### src/rtl/core/tdcc_pkg.sv
// Package for the tick-driven calendar clock: types, constants and helper functions.
`default_nettype none

package tdcc_pkg;

  // Field widths.
  localparam int unsigned TickW  = 16;
  localparam int unsigned SecW   = 6;
  localparam int unsigned MinW   = 6;
  localparam int unsigned HourW  = 5;
  localparam int unsigned DayW   = 5;
  localparam int unsigned MonW   = 4;
  localparam int unsigned YearW  = 12;
  localparam int unsigned ByteW  = 8;

  // Stream payload widths.
  localparam int unsigned InDataW  = 6 * ByteW;
  localparam int unsigned InUserW  = 2;
  localparam int unsigned OutDataW = 40;

  // Reset and limit values.
  localparam logic [TickW-1:0] TpsReset    = 16'd1024;
  localparam logic [YearW-1:0] BaseYear    = 12'd2000;
  localparam logic [YearW-1:0] YearMax     = 12'd4095;
  localparam logic [SecW:0]    SecLimit    = 7'd60;
  localparam logic [MinW:0]    MinLimit    = 7'd60;
  localparam logic [HourW:0]   HourLimit   = 6'd24;
  localparam logic [MonW:0]    MonLast     = 5'd12;
  localparam logic [DayW-1:0]  FirstDay    = 5'd1;
  localparam logic [MonW-1:0]  FirstMonth  = 4'd1;

  // Divisibility by 25 through the multiplicative inverse of 25 modulo 2^12:
  // y is a multiple of 25 exactly when y * Inv25 (mod 4096) <= 4095 / 25.
  localparam logic [YearW-1:0] Inv25       = 12'd3113;
  localparam logic [YearW-1:0] Div25Bound  = 12'd163;

  // Operation codes carried in the input tuser.
  typedef enum logic {
    OP_TICK = 1'b0,
    OP_LOAD = 1'b1
  } op_t;

  // Time and date held by the clock.
  typedef struct packed {
    logic [YearW-1:0] year;
    logic [MonW-1:0]  month;
    logic [DayW-1:0]  day;
    logic [HourW-1:0] hour;
    logic [MinW-1:0]  minute;
    logic [SecW-1:0]  second;
  } cal_t;

  // Convert one BCD byte as high nibble times ten plus low nibble.
  function automatic logic [ByteW-1:0] bcd_to_bin(input logic [ByteW-1:0] b);
    logic [ByteW-1:0] hi;
    logic [ByteW-1:0] lo;
    hi = {4'd0, b[7:4]};
    lo = {4'd0, b[3:0]};
    return (hi << 3) + (hi << 1) + lo;
  endfunction

  // Gregorian leap year: a multiple of 4, except centuries not divisible by 400.
  function automatic logic year_is_leap(input logic [YearW-1:0] y);
    logic [YearW-1:0] prod;
    logic             div25;
    prod  = y * Inv25;
    div25 = (prod <= Div25Bound);
    return (y[1:0] == 2'd0) && (!div25 || (y[3:2] == 2'd0));
  endfunction

  // Days in a month; months outside 1 to 12 count as 31 days.
  function automatic logic [DayW-1:0] days_in_month(input logic [MonW-1:0] m,
                                                    input logic leap);
    logic [DayW-1:0] d;
    case (m)
      4'd2:                    d = leap ? 5'd29 : 5'd28;
      4'd4, 4'd6, 4'd9, 4'd11: d = 5'd30;
      default:                 d = 5'd31;
    endcase
    return d;
  endfunction

endpackage

`default_nettype wire

### src/rtl/core/tick_driven_calendar_clock.sv
// Top level of the tick-driven calendar clock with Gregorian leap years.
//
//   Channel   Ports                          Direction  Carries
//   input     in_tvalid/tready/tdata/tuser   slave      tick or load transaction
//   result    out_tvalid/tready/tdata        master     time and date after it
//   config    cfg_we/cfg_wdata               write      ticks per second
//
// On each transaction, the prescaler, the full carry chain from
// second to year and the leap-year check settle between the state registers
// and the result register. A new transaction is taken every cycle while the
// result register is empty or being drained. Reset (synchronous, active low)
// sets 2000-01-01 00:00:00, a cleared prescaler and 1024 ticks per second.
// A stall on the result side holds the result and blocks new input.
`default_nettype none

module tick_driven_calendar_clock
  import tdcc_pkg::*;
(
  input  wire logic                 clk,
  input  wire logic                 rst_n,
  // Input stream.
  input  wire logic                 in_tvalid,
  output logic                      in_tready,
  // tdata from bit 0: load_second, load_minute, load_hour, load_day,
  // load_month, load_year (8 bits each).
  input  wire logic [InDataW-1:0]   in_tdata,
  // tuser from bit 0: operation, values_are_bcd.
  input  wire logic [InUserW-1:0]   in_tuser,
  // Result stream.
  output logic                      out_tvalid,
  input  wire logic                 out_tready,
  // tdata from bit 0: cur_second (6), cur_minute (6), cur_hour (5),
  // cur_day (5), cur_month (4), cur_year (12), second_elapsed (1), zero fill.
  output logic [OutDataW-1:0]       out_tdata,
  // Configuration.
  input  wire logic                 cfg_we,
  input  wire logic [TickW-1:0]     cfg_wdata
);

  logic [TickW-1:0] tps_r;
  logic [TickW-1:0] tick_count_r;
  logic [TickW-1:0] tick_count_nxt;
  cal_t             cal_r;
  cal_t             cal_nxt;
  logic             out_valid_r;
  logic [OutDataW-1:0] out_data_r;
  logic [OutDataW-1:0] out_data_nxt;
  logic             elapsed;
  logic             accept;
  op_t              op;
  logic             is_bcd;

  // Load path signals.
  logic [ByteW-1:0] ld_byte [6];
  logic [ByteW-1:0] ld_val  [6];
  cal_t             cal_load;

  // Tick path signals.
  logic [TickW-1:0] tick_inc;
  logic [SecW:0]    sec_inc;
  logic [MinW:0]    min_inc;
  logic [HourW:0]   hour_inc;
  logic [DayW:0]    day_inc;
  logic [MonW:0]    mon_inc;
  logic [DayW-1:0]  month_len;
  logic             sec_wrap;
  logic             min_wrap;
  logic             hour_wrap;
  logic             day_wrap;
  logic             mon_wrap;
  cal_t             cal_tick;

  assign accept    = in_tvalid && in_tready;
  assign in_tready = !out_valid_r || out_tready;
  assign op        = op_t'(in_tuser[0]);
  assign is_bcd    = in_tuser[1];

  // Unpack and optionally convert the six load bytes.
  always_comb begin
    for (int i = 0; i < 6; i++) begin
      ld_byte[i] = in_tdata[i*ByteW +: ByteW];
      ld_val[i]  = is_bcd ? bcd_to_bin(ld_byte[i]) : ld_byte[i];
    end
    cal_load.second = ld_val[0][SecW-1:0];
    cal_load.minute = ld_val[1][MinW-1:0];
    cal_load.hour   = ld_val[2][HourW-1:0];
    cal_load.day    = ld_val[3][DayW-1:0];
    cal_load.month  = ld_val[4][MonW-1:0];
    cal_load.year   = {4'd0, ld_val[5]} + BaseYear;
  end

  // Prescaler and the carry chain from second to year.
  always_comb begin
    tick_inc  = tick_count_r + 16'd1;
    elapsed   = (tick_inc >= tps_r);
    sec_inc   = {1'b0, cal_r.second} + 7'd1;
    min_inc   = {1'b0, cal_r.minute} + 7'd1;
    hour_inc  = {1'b0, cal_r.hour} + 6'd1;
    day_inc   = {1'b0, cal_r.day} + 6'd1;
    mon_inc   = {1'b0, cal_r.month} + 5'd1;
    month_len = days_in_month(cal_r.month, year_is_leap(cal_r.year));
    sec_wrap  = (sec_inc >= SecLimit);
    min_wrap  = (min_inc >= MinLimit);
    hour_wrap = (hour_inc >= HourLimit);
    day_wrap  = (day_inc > {1'b0, month_len});
    mon_wrap  = (mon_inc > MonLast);

    cal_tick = cal_r;
    if (elapsed) begin
      cal_tick.second = sec_wrap ? '0 : sec_inc[SecW-1:0];
      if (sec_wrap) begin
        cal_tick.minute = min_wrap ? '0 : min_inc[MinW-1:0];
        if (min_wrap) begin
          cal_tick.hour = hour_wrap ? '0 : hour_inc[HourW-1:0];
          if (hour_wrap) begin
            cal_tick.day = day_wrap ? FirstDay : day_inc[DayW-1:0];
            if (day_wrap) begin
              cal_tick.month = mon_wrap ? FirstMonth : mon_inc[MonW-1:0];
              if (mon_wrap && (cal_r.year != YearMax)) begin
                cal_tick.year = cal_r.year + 12'd1;
              end
            end
          end
        end
      end
    end
  end

  // Select the next state and pack the result.
  always_comb begin
    tick_count_nxt = tick_count_r;
    cal_nxt        = cal_r;
    out_data_nxt   = '0;
    case (op)
      OP_LOAD: begin
        cal_nxt = cal_load;
      end
      OP_TICK: begin
        tick_count_nxt = elapsed ? '0 : tick_inc;
        cal_nxt        = cal_tick;
      end
      default: begin
        cal_nxt = cal_r;
      end
    endcase
    out_data_nxt[5:0]   = cal_nxt.second;
    out_data_nxt[11:6]  = cal_nxt.minute;
    out_data_nxt[16:12] = cal_nxt.hour;
    out_data_nxt[21:17] = cal_nxt.day;
    out_data_nxt[25:22] = cal_nxt.month;
    out_data_nxt[37:26] = cal_nxt.year;
    out_data_nxt[38]    = (op == OP_TICK) && elapsed;
  end

  // Configuration register.
  always_ff @(posedge clk) begin
    if (!rst_n) begin
      tps_r <= TpsReset;
    end else if (cfg_we) begin
      tps_r <= cfg_wdata;
    end
  end

  // Clock state, updated on each accepted transaction.
  always_ff @(posedge clk) begin
    if (!rst_n) begin
      tick_count_r <= '0;
      cal_r.second <= '0;
      cal_r.minute <= '0;
      cal_r.hour   <= '0;
      cal_r.day    <= FirstDay;
      cal_r.month  <= FirstMonth;
      cal_r.year   <= BaseYear;
    end else if (accept) begin
      tick_count_r <= tick_count_nxt;
      cal_r        <= cal_nxt;
    end
  end

  // Result register valid flag.
  always_ff @(posedge clk) begin
    if (!rst_n) begin
      out_valid_r <= 1'b0;
    end else if (accept) begin
      out_valid_r <= 1'b1;
    end else if (out_tready) begin
      out_valid_r <= 1'b0;
    end
  end

  // Result register payload.
  always_ff @(posedge clk) begin
    if (accept) begin
      out_data_r <= out_data_nxt;
    end
  end

  assign out_tvalid = out_valid_r;
  assign out_tdata  = out_data_r;

endmodule

`default_nettype wire
### config.mk
export PLATFORM = sky130hd
export DESIGN_NAME = tick_driven_calendar_clock
export DESIGN_NICKNAME = d
export VERILOG_FILES = /design/src/rtl/core/tdcc_pkg.sv /design/src/rtl/core/tick_driven_calendar_clock.sv
export SDC_FILE = /design/constraint.sdc
export NUM_CORES = 1
export LEC_CHECK = 0
export ABC_AREA = 1
export BUFFER_PORTS_ARGS = -buffer_cell sky130_fd_sc_hd__clkbuf_2
export CAP_MARGIN = 0
export CORE_ASPECT_RATIO = 0.6
export CORE_UTILIZATION = 30
export CTS_CLUSTER_DIAMETER = 40
export CTS_CLUSTER_SIZE = 30
export DETAILED_ROUTE_END_ITERATION = 10
export GPL_TIMING_DRIVEN = 1
export PLACE_DENSITY_LB_ADDON = 0.25
export SYNTH_ARGS = -nofsm -noshare
export SYNTH_HDL_FRONTEND = slang
export SYNTH_SLANG_ARGS = --single-unit
export TNS_END_PERCENT = 5
### constraint.sdc
create_clock -name clk -period 4.65 [get_ports clk]
set_input_delay 0.465 -clock clk [delete_from_list [all_inputs] [get_ports clk]]
set_output_delay 0.465 -clock clk [all_outputs]
set_load 0.02 [all_outputs]
==> flow_results.org, run 1 <==
** Global routing
- The initial antenna violation count was 0.
- Largest net degree at the start of global routing :: 50
- Overall fraction of global-route tracks in use :: ~17%
- Total gr overflow :: 0
- Number of global-route vias before repair :: around 6600
- Global-route wire length before repair :: ~36000 microns

** Clock network
- The clock passes through at most 2 buffers.
- Clock transition time at the flip-flop clock pins of the worst setup and hold paths :: 0.08 ns
- The tree built by TritonCTS fans out to 110 sinks.
- TritonCTS clock tree :: done
- Buffers inserted to repair hold after CTS numbered 0.
- Clock insertion delay at the later pin of the skew report :: 0.38 ns
- The H-tree generated during clock tree synthesis spans 3 levels.
- The cell sitting at the root of the clock tree is a sky130_fd_sc_hd__clkbuf_16.
- Number of buffers added by the clock tree synthesis step :: 9

** STA
- Worst-Margin Slew :: 1.01 ns
- Slew margin rel. :: 33.0%
- The number of pins exceeding their max-slew limit in the final report came to 0.
- Final Critical Period :: between 4 and 5 ns
- The final hold violation count is 0.
- In the finished design, the share of the clock period the worst path needs comes to between 90 and 100%.
- Setup clock skew after layout :: ~0.011 ns
- After routing, the total negative slack on setup checks comes to 0 ns.
- Setup repair after global routing missed its margin :: true
- Setup violations remaining at the end of the flow were counted as 0.
- Derived from the worst setup path, the maximum achievable clock frequency is ~0.22 GHz.

** Floorplan
- Width of the die :: roughly 210 microns
- The floorplan step defined a die boundary enclosing 27600 sq um.
- In this run the count of I/O pins placed on the die edge is between 100 and 150.
- The core region is 26400 sq um.
- Effective utilization at floorplan :: a little under a third
- The die is 129 microns tall.
- Std cell rows :: 46

** Layout
- Layout overhead on the synthesized area :: 20.6%
- Ant. Diodes :: 0
- The post-route netlist has 19.2% of its cells at a drive strength greater than 1.
- Summing all multi-input logic gate instances after layout gives 5050 sq um.
- Across the whole layout, storage elements account for around 2600 sq um.
- After filler insertion, the fill cell instance count of the layout stands at 2774.
- The net count of the finished layout is around 1400.
- Post-Layout Cell Count :: roughly 1600

** Detailed routing
- Length of routed met2 wiring :: around 9000 microns
- Routed length per instance :: 14.6 microns
- Total via count in the routed design :: about 7400
- Number of vias per cell after detailed routing :: 4.72
- In this run the top signal layer used is met4.
- Wl on met1 :: about 13000 microns
- Met3 routed wirelength :: 1100 microns
- TritonRoute pass-1 iters :: 7
- After detailed routing, the number of remaining DRC violations is 0.
- The detailed router finished its first iteration with between 500 and 600 violations.
- Once detail routing completed, the nets flagged for antenna violations numbered 0.
- After detailed routing, the total wire length is around 23000 microns.

** Critical path
- The critical path runs through a total of 23 cells.
- Crit. End Element :: register
- In this run the worst path has a maximum fanout of 6.
- Required time at the endpoint of the critical path :: 4.78 ns
- The signal on the critical path passes through buf_4 > ha_1 > fa_1 > ha_1 > ha_4 > or2_2 > a21oi_2 > nand3_2 > o21ai_2 > a21oi_2 > ha_1 > nand2_1 > nand3_1 > nor2_1 > nand3b_1 > nand2_2 > nand2_2 > nor2_4 > buf_12 > nand3b_1 > nand2_1 > nand3_1 > and2_1.
- The setup check on the worst reg-to-reg path leaves a slack of 0.20 ns.
- Critical Path Slowest Stage Cell :: sky130_fd_sc_hd__fa_1
- Data arrives at the worst endpoint at approximately 4.6 ns.
- Buffer and inverter count on the worst path :: 2
- Reg2Reg Launch Point :: cal_r[30]$_SDFFE_PN1P_
- The worst setup path is of the reg -> reg kind.
- Largest stage delay on the critical path :: between 0.4 and 0.5 ns
- STA classifies the critical path startpoint as a register.
- The worst register-to-register path ends at out_tdata[33]$_DFFE_PP_.
- For the worst flop-to-flop path, the logic depth is 23.
- Worst setup endpoint :: out_tdata[33]$_DFFE_PP_
- The most critical setup path has its startpoint at cal_r[30]$_SDFFE_PN1P_.
- Among the stages of the critical path, the cell type that occurs most often is sky130_fd_sc_hd__ha_1.
- Worst path top cell family by delay :: adder cells

** Run status
- The flow ran to the end, and the final reports show no timing, DRC or antenna violations.

** Logic synthesis
- When the netlist entered floorplanning its net count stood at between 1000 and 1500.
- Area fraction of the dominant cell type after synthesis :: approximately 18%
- Number of synthesized register bits :: 110
- Synthesized area per cell :: between 7 and 8 sq um
- Top cells by instance count after synthesis :: 224 x sky130_fd_sc_hd__nand2_1, 138 x sky130_fd_sc_hd__inv_1, 87 x sky130_fd_sc_hd__a21oi_1, 87 x sky130_fd_sc_hd__nand3_1
- Among all cell types in the netlist, the one instantiated most often is sky130_fd_sc_hd__nand2_1.
- Combined area of all synthesized cells :: between 8000 and 9000 sq um
- Post-synthesis async set-or-reset flop share :: 0%
- Count of warnings emitted by yosys :: 0
- Post-synthesis cell count :: 1085
- Fraction of the yosys area taken by sequential cells :: around a third
- By area the synthesized netlist is led by sky130_fd_sc_hd__dfxtp_1 18%, sky130_fd_sc_hd__edfxtp_1 14%, sky130_fd_sc_hd__ha_1 13%.
- EDFF count, synth :: 39
- The largest total area in the synthesized netlist belongs to sky130_fd_sc_hd__dfxtp_1.
- Count of different cell masters after synthesis :: 42
- Most used DFF post-synth :: sky130_fd_sc_hd__dfxtp_1

** Power and ir drop
- PD cells :: 303 nW/um^2
- Leak pwr :: around 4.7 nW
- Maximum ir drop on the vdd rail :: around 0.22 mV

** Placed design
- Gp weighted congestion :: approximately 0.86
- Placed insts :: between 1500 and 2000
- After legalization and detailed placement, the total HPWL measured roughly 17000 microns.
- Input and output buffers added on the ports amount to 110.

** Run
- Across the run, the number of max-cap violations was 0.

** Min path
- In this run the worst hold path is classified as in -> reg.
[logic make-up after synthesis]
kind of cell / share of synthesized area (%)
DFF: 32.1
AOI/OAI and AO/OA: 13.0
and+or+nand+nor: 24.4
other: 0.0464
xor gates and xnor gates: 4.77
adders and majority gates: 17.0
buffers and inverters: 8.82
[sequential cells by signal (all words and copies together) (netlist names)]
signal,count
out_tdata,39
tick_count_r,16
cal_r,38
out_tvalid,1
tps_r,16
[area by class of cell]
cell class / count / area share (%)
Clock buffer: 12 / 2.64
Clock inverter: 4 / 0.218
Inverter: 143 / 5.50
Multi-Input combinational cell: 792 / 51.8
Sequential cell: 110 / 26.7
Tap cell: 360 / 4.62
Timing Repair Buffer: 142 / 8.54
[how the worst min path moves through the flow]
stage,from,endpoint,depth (start not counted)
4_1_cts,cfg_wdata[0],tps_r[0]$_SDFFE_PN0P_,3
5_1_grt,cfg_wdata[10],tps_r[10]$_SDFFE_PN1P_,3
6_report,cfg_wdata[10],tps_r[10]$_SDFFE_PN1P_,3
2_1_floorplan,tps_r[15]$_SDFFE_PN0P_,tps_r[15]$_SDFFE_PN0P_,2
3_5_place_dp,tps_r[5]$_SDFFE_PN0P_,tps_r[5]$_SDFFE_PN0P_,2
3_3_place_gp,tps_r[7]$_SDFFE_PN0P_,tps_r[7]$_SDFFE_PN0P_,2
[where the power goes]
part / internal (W) / switching (W)
registers: 0.00109 / 0.0000631
clock network: 0.000396 / 0.000393
logic: 0.000436 / 0.000578
total: 0.00192 / 0.00103
[cells in the final DEF, fill, tap and decap left out, drive strengths merged, types with 5 or more instances in the layout]
cell | Yosys | final
buf | 8 | 31
nand3 | 88 | 88
o211ai | 11 | 11
ha | 84 | 84
or2 | 5 | 5
fa | 16 | 16
a21oi | 87 | 87
xnor2 | 22 | 22
nand3b | 5 | 5
nand2 | 232 | 232
clkbuf | 32 | 123
edfxtp | 39 | 39
inv | 143 | 144
nand4 | 20 | 20
nor3 | 9 | 9
o21ai | 94 | 94
xor2 | 22 | 22
nor2 | 82 | 82
dfxtp | 71 | 71
[worst register-to-register path, stage by stage, from the launching register on]
cell and delay [ns]:
sky130_fd_sc_hd__dfxtp_2 0.35, sky130_fd_sc_hd__buf_4 0.17, sky130_fd_sc_hd__ha_1 0.31, sky130_fd_sc_hd__fa_1 0.47, sky130_fd_sc_hd__ha_1 0.34, sky130_fd_sc_hd__ha_4 0.26, sky130_fd_sc_hd__or2_2 0.30, sky130_fd_sc_hd__a21oi_2 0.14
sky130_fd_sc_hd__nand3_2 0.08, sky130_fd_sc_hd__o21ai_2 0.18, sky130_fd_sc_hd__a21oi_2 0.07, sky130_fd_sc_hd__ha_1 0.29, sky130_fd_sc_hd__nand2_1 0.06, sky130_fd_sc_hd__nand3_1 0.06, sky130_fd_sc_hd__nor2_1 0.11, sky130_fd_sc_hd__nand3b_1 0.10
sky130_fd_sc_hd__nand2_2 0.09, sky130_fd_sc_hd__nand2_2 0.06, sky130_fd_sc_hd__nor2_4 0.17, sky130_fd_sc_hd__buf_12 0.15, sky130_fd_sc_hd__nand3b_1 0.08, sky130_fd_sc_hd__nand2_1 0.08, sky130_fd_sc_hd__nand3_1 0.11, sky130_fd_sc_hd__and2_1 0.18
[metrics by stage]
| stage | power (W) | cell area, sq um | setup WS (ns) | hold slack [ns] | utilization [%] |
|---|---|---|---|---|---|
| 2_1_floorplan | 0.00175 | 8090 | 0.131 | 0.435 | - |
| 3_3_place_gp | 0.00203 | 9140 | -0.0680 | 0.460 | 34.6 |
| 3_5_place_dp | 0.00204 | 9140 | -0.115 | 0.466 | 34.6 |
| 4_1_cts | 0.00284 | 9430 | 0.00328 | 0.305 | 35.7 |
| 5_1_grt | 0.00314 | 9750 | -0.0365 | 0.318 | 36.9 |
| 6_report | 0.00295 | 9750 | 0.198 | 0.317 | 36.9 |
[what timing repair did]
action / in CTS / in global routing
pin swaps: 2 / 41
buffers inserted: 0 / 4
setup endpoints to repair: 30 / 36
hold endpoints to repair: 0 / 0
resized for setup: 5 / 48
cloned: 0 / 1
[metal layers]
metal	track usage [%]	up-vias
met4	3.72	0
met1	26.1	3372
met3	3.10	13
met5	0	-
li1	-	3814
met2	22.7	177
Power figures use the tool's default switching activity.
==> inputs of run 2 (changes only) <==
- RECOVER_POWER: not set -> 100
==> run 2 against run 1 <==
  * First-iteration DRC count rose by 2.4%
  * Critical path depth did not move
  * Die area did not move
  * Largest cell class unchanged
  * Highest routed layer unchanged
==> flow_results.org, run 2 (same netlist as run 1, synthesis figures left out) <==
** Floorplan
- The core footprint is 26400 sq um (unchanged).
- Vert. Die Dim :: 129 microns (unchanged)
- The x dimension of the die was 214 microns (unchanged).
- The floorplan row count was 46 (unchanged).
- The die area came to 27600 sq um (unchanged).
- The number of I/O pins came to 113 (unchanged).
- Effective utilization at floorplan :: 30.6% (unchanged)

** Min path
- In this run the worst hold path is classified as in -> reg.
- The number of cells traversed by the worst hold path was 3 (unchanged).

** Global routing
- The global-route usage over all layers is 16.6% (unchanged).
- The first-pass GRT wire length is 35900 microns (unchanged).
- Largest net degree at the start of global routing :: 50 (unchanged)
- Total gr overflow :: 0 (unchanged)
- Initial antenna violation count :: 0 (unchanged)
- The via count of the first global-routing pass is 6604 (unchanged).

** Detailed routing
- Final routed wirelength across all metal layers :: 22800 microns (+0.21%)
- The routed via count was 7402 (+0.35%).
- DRT iter0 DRCs :: 556 (+2.4%)
- The post-route antenna net violation count is 0 (unchanged).
- Residual DRC count :: 0 (unchanged)
- The detailed-route vias per instance is 4.74 (+0.35%).
- The mean routed wirelength per cell was 14.6 microns (+0.21%).
- TritonRoute pass-1 iters :: 5 (-2)

** Placed design
- Count of input and output buffers :: 110 (unchanged)
- Gp weighted congestion :: 0.859 (unchanged)
- Total half-perimeter wirelength after legalization and detailed placement :: 16700 microns (unchanged)

** STA
- The worst-case clock skew came to 0.0123 ns (+0.00100 ns).
- The final hold violation count was 0 (unchanged).
- Setup repair after global routing missed its margin :: true
- The fraction of the cycle the final worst path needs came to 96.0% (+0.24 points).
- The actual slew at the worst max-slew pin came to 1.00 ns (-0.00549 ns).
- The total negative setup slack came to 0 ns (unchanged).
- Achievable Freq :: 0.224 GHz (-0.25%)
- Max Slew Vio Count :: 0 (unchanged)
- Setup violations, final :: 0 (unchanged)
- The worst slew slack as a fraction of its limit is 33.3% (+0.27 points).
- Hold slack final :: 0.315 ns (-0.00184 ns)
- The final critical delay including setup and external delays came to 4.46 ns (+0.0112 ns).

** Critical path
- Crit. End Element :: register
- The critical path in this run is classified as reg -> reg.
- By instance count, the cell type seen most on the critical path is sky130_fd_sc_hd__ha_1.
- The setup slack on the worst flop-to-flop path was 0.19 ns (about the same).
- The maximum fanout along the worst path came to 6 (unchanged).
- Ordered cell list for the critical path :: buf_4 > ha_1 > fa_1 > ha_1 > ha_4 > or2_2 > a21oi_2 > nand3_2 > o21ai_2 > a21oi_2 > ha_1 > nand2_1 > nand3_1 > nor2_1 > nand3b_1 > nand2_2 > nand2_2 > nor2_4 > buf_12 > nand3b_1 > nand2_1 > nand3_1 > and2_1
- Critical Path Slowest Stage Cell :: sky130_fd_sc_hd__fa_1
- Required time at the endpoint of the critical path :: 4.78 ns (about the same)
- The critical path's largest stage delay came to 0.47 ns (about the same).
- Worst Setup Start Kind :: register
- Depth of the most critical reg-to-reg path :: 23 (unchanged)
- The arrival time of the worst setup path came to 4.59 ns (about the same).

** Layout
- Commonest cells after routing, fill and taps aside :: 218 x sky130_fd_sc_hd__nand2_1, 132 x sky130_fd_sc_hd__inv_1, 85 x sky130_fd_sc_hd__nand3_1
- The number of diodes is 0 (unchanged).
- Fraction of final layout cells with drive strength greater than 1 :: 15.7% (-3.5 points)
- The number of flip-flops under the largest register name came to 39 (unchanged).
- The library cell used most frequently in the layout, excluding fill and tap cells, is sky130_fd_sc_hd__nand2_1.
- The count of nets after finishing was 1369 (unchanged).
- The number of fill cells was 2793 (+0.68%).
- Layout overhead on the synthesized area :: 20.0%
- Final core utilization :: 36.7% (-0.20 points)

** Clock network
- The number of buffers between clock root and the deepest sink was 2 (unchanged).
- Number of buffers inserted for hold repair after clock tree synthesis :: 0 (unchanged)
- TritonCTS clock tree :: done
- CTS sink count :: 110 (unchanged)
- Clock transition time at the flip-flop clock pins of the worst setup and hold paths :: 0.08 ns (about the same)
- Clock insertion delay at the later pin of the skew report :: 0.38 ns (about the same)
- Number of buffers added by the clock tree synthesis step :: 9 (unchanged)
- The total number of H-tree levels came to 3 (unchanged).
- Cell at the root of the clock tree :: sky130_fd_sc_hd__clkbuf_16

** Run status
- Outcome :: finished clean

** Power and ir drop
- The cell-internal power was 0.00191 W (-0.43%).
- PD cells :: 304 nW/um^2 (+0.23%)
- The clock network power share came to 26.8% (about the same).
- The worst supply voltage drop on vdd is 0.216 mV (about the same).
- Leak pwr :: 4.53 nW (-2.7%)
- The total power came to 0.00295 W (-0.31%).
- The switching component of the power is 0.00103 W (about the same).
- Net switching share of the total power :: 35.1% (+0.080 points)
- The combinational power share came to 34.1% (-0.2 points).
- Sequential share of power :: 39.1% (about the same)

** Run
- Max-capacitance violation count :: 0 (unchanged)
==> run 2: cell counts in the layout (fill, tap and decap cells not counted) <==
Identical to the previous run, type by type.
==> run 2: path summary, 6_finish.rpt <==
kind	startpoint	to
worst max register to register	cal_r[30]$_SDFFE_PN1P_	out_tdata[33]$_DFFE_PP_
worst max-delay path	cal_r[30]$_SDFFE_PN1P_	out_tdata[33]$_DFFE_PP_
worst min-delay path	cfg_wdata[10]	tps_r[10]$_SDFFE_PN1P_
worst min register to register	tps_r[5]$_SDFFE_PN0P_	tps_r[5]$_SDFFE_PN0P_
==> run 2: final cells by class <==
class	count	area [sq um]	share of cell area [%]
clock inverter	4	21.3	0.219
multi-input combinational	792	5050	52.1
tap	360	450	4.64
sequential	110	2610	26.9
clock buffer	12	258	2.66
inverter	143	537	5.53
timing repair buffer	142	781	8.05
==> run 2: metrics by stage <==
step	cells	worst slack, ns	cell area [sq um]
final	1563	0.187	9700
after global routing	1563	-0.0365	9700
after CTS	1558	0.00328	9430
after detailed placement	1542	-0.115	9140
after global placement	1542	-0.0680	9140
after floorplan	1085	0.131	8090
==> run 2: power by group through the flow <==
| stage | sequential, W | combinational, W | clock, W |
|---|---|---|---|
| finish | 0.00115 | 0.00101 | 0.000788 |
| detailed placement | 0.00117 | 0.000869 | 0 |
| global placement | 0.00117 | 0.000856 | 0 |
| CTS | 0.00115 | 0.000880 | 0.000812 |
| floorplan | 0.00120 | 0.000551 | 0 |
| global route | 0.00116 | 0.00113 | 0.000837 |
==> run 2: timing repair <==
action	CTS	global route
setup endpoints to repair	30	36
setup buffers	0	4
gates resized for setup	5	48
pin swaps	2	41
gates cloned	0	1
==> run 2: per-layer routing <==
| metal | global-route usage, % | part of all wire [%] | up-vias |
|---|---|---|---|
| li1 | - | - | 3808 |
| met1 | 26.1 | 55 | 3390 |
| met2 | 22.7 | 39 | 191 |
| met3 | 3.10 | 4.8 | 13 |
| met4 | 3.72 | 0.89 | 0 |
| met5 | 0 | 0 | - |
==> run 2: critical path, delay by kind of cell (launching register included) <==
family / cells / cell delay (ns)
AOI/OAI and AO/OA: 3 / 0.39
adders and majority gates: 5 / 1.67
buffers and inverters: 2 / 0.32
DFF: 1 / 0.35
and+or+nand+nor: 13 / 1.48
==> inputs of run 3 (changes only) <==
- BUFFER_PORTS_ARGS: -buffer_cell sky130_fd_sc_hd__clkbuf_2 -> -buffer_cell sky130_fd_sc_hd__buf_2
- CORE_UTILIZATION: 30 -> 45
==> run 3 against run 2 <==
  * Worst setup slack worse by 0.029 ns
  * Critical endpoint unchanged
  * Final area shrank 3.5%
  * Largest power group unchanged
  * Sequential power about the same
  * Cell count decreased by 8.6%
  * Fmax shrank 0.66%
  * Clock skew about the same
  * Clock power fell by 2%
  * Wire length decreased by 8.4%
==> flow_results.org, run 3 (same netlist as run 1, synthesis figures left out) <==
** Run status
- The flow ran to the end, and the final reports show no timing, DRC or antenna violations.

** STA
- Max Slew Vio Count :: 0 (unchanged)
- The fraction of the cycle the final worst path needs came to 96.6% (+0.63 points).
- The final critical delay including setup and external delays was 4.49 ns (+0.0295 ns).
- The post-layout worst setup margin came to 0.157 ns (-0.0295 ns).
- The actual slew at the worst max-slew pin is 1.24 ns (+0.242 ns).
- Achievable Freq :: 0.223 GHz (-0.66%)
- The final hold violation count was 0 (unchanged).
- Setup violations, final :: 0 (unchanged)
- Setup repair after global routing could not meet its margin everywhere.
- Setup clock skew after layout :: 0.0125 ns (+0.000266 ns)
- Slew margin rel. :: 17.2% (-16 points)
- The hold slack came to 0.325 ns (+0.00942 ns).

** Detailed routing
- The routed via count came to 7424 (+0.30%).
- The detailed-route vias per instance came to 5.20 (+9.8%).
- Routed Antenna Nets :: 0 (unchanged)
- TritonRoute pass-1 iters :: 5 (unchanged)
- Routed length per instance :: 14.7 microns (+0.31%)
- Wl on met1 :: 11400 microns (-9.5%)
- Final routed wirelength across all metal layers :: 20900 microns (-8.4%)
- DRT iter0 DRCs :: 667 (+20%)
- The residual DRC count was 0 (unchanged).
- The length of routed met2 wiring is 7980 microns (-10%).
- In this run the top signal layer used is met4.
- The wire length on met3 came to 1340 microns (+22%).

** Global routing
- The via count of the first global-routing pass is 6572 (-0.48%).
- The maximum number of pins on one net before global-route repair came to 50 (unchanged).
- The first-pass GRT wire length was 33900 microns (-5.5%).
- The global-route usage over all layers came to 23.0% (+6.5 points).
- The initial antenna violation count is 0 (unchanged).
- The total congestion overflow after global routing was 0 (unchanged).

** Floorplan
- The core footprint is 17400 sq um (-34%).
- Area enclosed by the die boundary :: 18500 sq um (-33%)
- The x dimension of the die is 175 microns (-18%).
- The height of the chip was 106 microns (-18%).
- Std cell rows :: 37 (-20%)
- The starting density of the core came to 46.6% (+16 points).
- The number of I/O pins is 113 (unchanged).

** Clock network
- The CTS clock-pin slew for the worst setup and hold paths was 0.08 ns (about the same).
- TritonCTS clock tree :: done
- Number of buffers added by the clock tree synthesis step :: 9 (unchanged)
- The total number of H-tree levels came to 3 (unchanged).
- Cell at the root of the clock tree :: sky130_fd_sc_hd__clkbuf_16
- The clock insertion delay at the later pin of the skew report is 0.37 ns (about the same).
- Clock tree buffer depth :: 2 (unchanged)
- Number of buffers inserted for hold repair after clock tree synthesis :: 0 (unchanged)
- CTS sink count :: 110 (unchanged)

** Critical path
- Largest stage delay on the critical path :: 0.50 ns (+0.03 ns)
- Reg2Reg Launch Point :: cal_r[27]$_SDFFE_PN0P_
- Worst Path Max Fanout :: 8 (+2)
- Crit path top cell by count :: sky130_fd_sc_hd__nand2_2
- The arrival time of the worst setup path was 4.61 ns (+0.02 ns).
- Critical Path Slowest Stage Cell :: sky130_fd_sc_hd__fa_1
- The critical path data required time came to 4.77 ns (about the same).
- Buffer and inverter count on the worst path :: 4 (+2)
- The critical path in this run is classified as reg -> reg.
- In this run the worst setup path begins at cal_r[27]$_SDFFE_PN0P_.
- Worst Setup Start Kind :: register
- Worst path top cell family by delay :: adder cells
- Crit. End Element :: register

** Power and ir drop
- Maximum ir drop on the vdd rail :: 0.204 mV (-5.6%)
- Leak pwr :: 4.46 nW (-1.4%)
- The switching component of the power came to 0.00101 W (-1.8%).
- Sequential share of power :: 39.9% (+0.8 points)
- The combinational power share came to 33.1% (-1.0 points).
- Cell-internal power :: 0.00186 W (-2.7%)
- Net switching share of the total power :: 35.3% (+0.22 points)
- The clock network power share came to 27.0% (+0.2 points).
- The total power divided by cell area came to 307 nW/um^2 (+1.2%).

** Layout
- The count of nets after finishing was 1360 (-0.66%).
- The library cell used most frequently in the layout, excluding fill and tap cells, is sky130_fd_sc_hd__nand2_1.
- The number of fill cells was 1714 (-39%).
- The utilization after layout came to 53.9% (+17 points).
- In the layout the commonest cells are 219 x sky130_fd_sc_hd__nand2_1, 135 x sky130_fd_sc_hd__inv_1, 85 x sky130_fd_sc_hd__o21ai_0.
- The number of diodes came to 0 (unchanged).
- Flip-flop count of the largest register, all copies and words added :: 39 (unchanged)
- Relative to the synthesized area, the layout overhead comes to 15.7%.
- The fraction of final layout cells with drive strength greater than 1 is 13.9% (-1.8 points).
- Area of the multi-input gates :: 4960 sq um (-1.8%)
- The storage element area is 2600 sq um (-0.29%).

** Min path
- Hold Crit Class :: in -> reg
- Worst hold path startpoint :: cfg_wdata[10]

** Placed design
- The count of port buffers added during placement is 110 (unchanged).
- Total half-perimeter wirelength after legalization and detailed placement :: 15500 microns (-7.4%)
- Pre-CTS setup slack :: -0.241 ns (-0.125 ns)
- The final weighted congestion of routability-driven global placement came to 0.877 (+2.2%).

** Run
- Max-capacitance violation count :: 0 (unchanged)
run 3: final cells by class:
cell class | instances | share of cell area [%]
clock buffers | 10 | 2.49
flip-flops and latches | 110 | 27.8
multi-input cells | 792 | 53.0
well taps | 234 | 3.13
clock inverters | 6 | 0.535
repair buffers | 133 | 7.34
inverters | 143 | 5.74
run 3: timing repair:
item                                   in CTS  in global routing
endpoints found under the hold margin       0                  0
gates resized for setup                    14                 30
gates cloned                                0                  0
pin swaps                                  15                 32
setup endpoints to repair                  32                 36
buffers inserted                            0                  2
run 3: through the flow:
stage	total power (W)	instance area [sq um]	setup TNS (ns)	instances
2_1_floorplan	0.00175	8090	0	1085
3_3_place_gp	0.00199	8940	-1.15	1410
3_5_place_dp	0.00200	8940	-4.82	1410
4_1_cts	0.00282	9300	0	1426
5_1_grt	0.00306	9360	-2.06	1428
6_report	0.00287	9360	0	1428
run 3: power by group through the flow:
stage	combinational [W]	sequential, W	clock (W)
floorplan	0.000551	0.00120	0
global placement	0.000822	0.00116	0
detailed placement	0.000838	0.00116	0
CTS	0.000892	0.00114	0.000789
global route	0.00107	0.00116	0.000827
finish	0.000951	0.00115	0.000776
run 3: per-layer routing:
metal,up-vias,global-route usage (%)
met5,-,0
met2,233,31.4
met4,0,4.60
li1,3803,-
met3,11,4.04
met1,3377,36.8
run 3: worst min-delay path: stages:
cell,delay [ns]
sky130_fd_sc_hd__buf_2,0.07
sky130_fd_sc_hd__a21oi_1,0.05
sky130_fd_sc_hd__o21ai_0,0.07
run 3: worst paths after layout:
path,endpoint,slack (ns),cells after the start
max,out_tdata[33]$_DFFE_PP_,0.16,28
max reg2reg,out_tdata[33]$_DFFE_PP_,0.16,28
min reg2reg,tps_r[6]$_SDFFE_PN0P_,0.47,2
min,tps_r[10]$_SDFFE_PN1P_,0.32,3
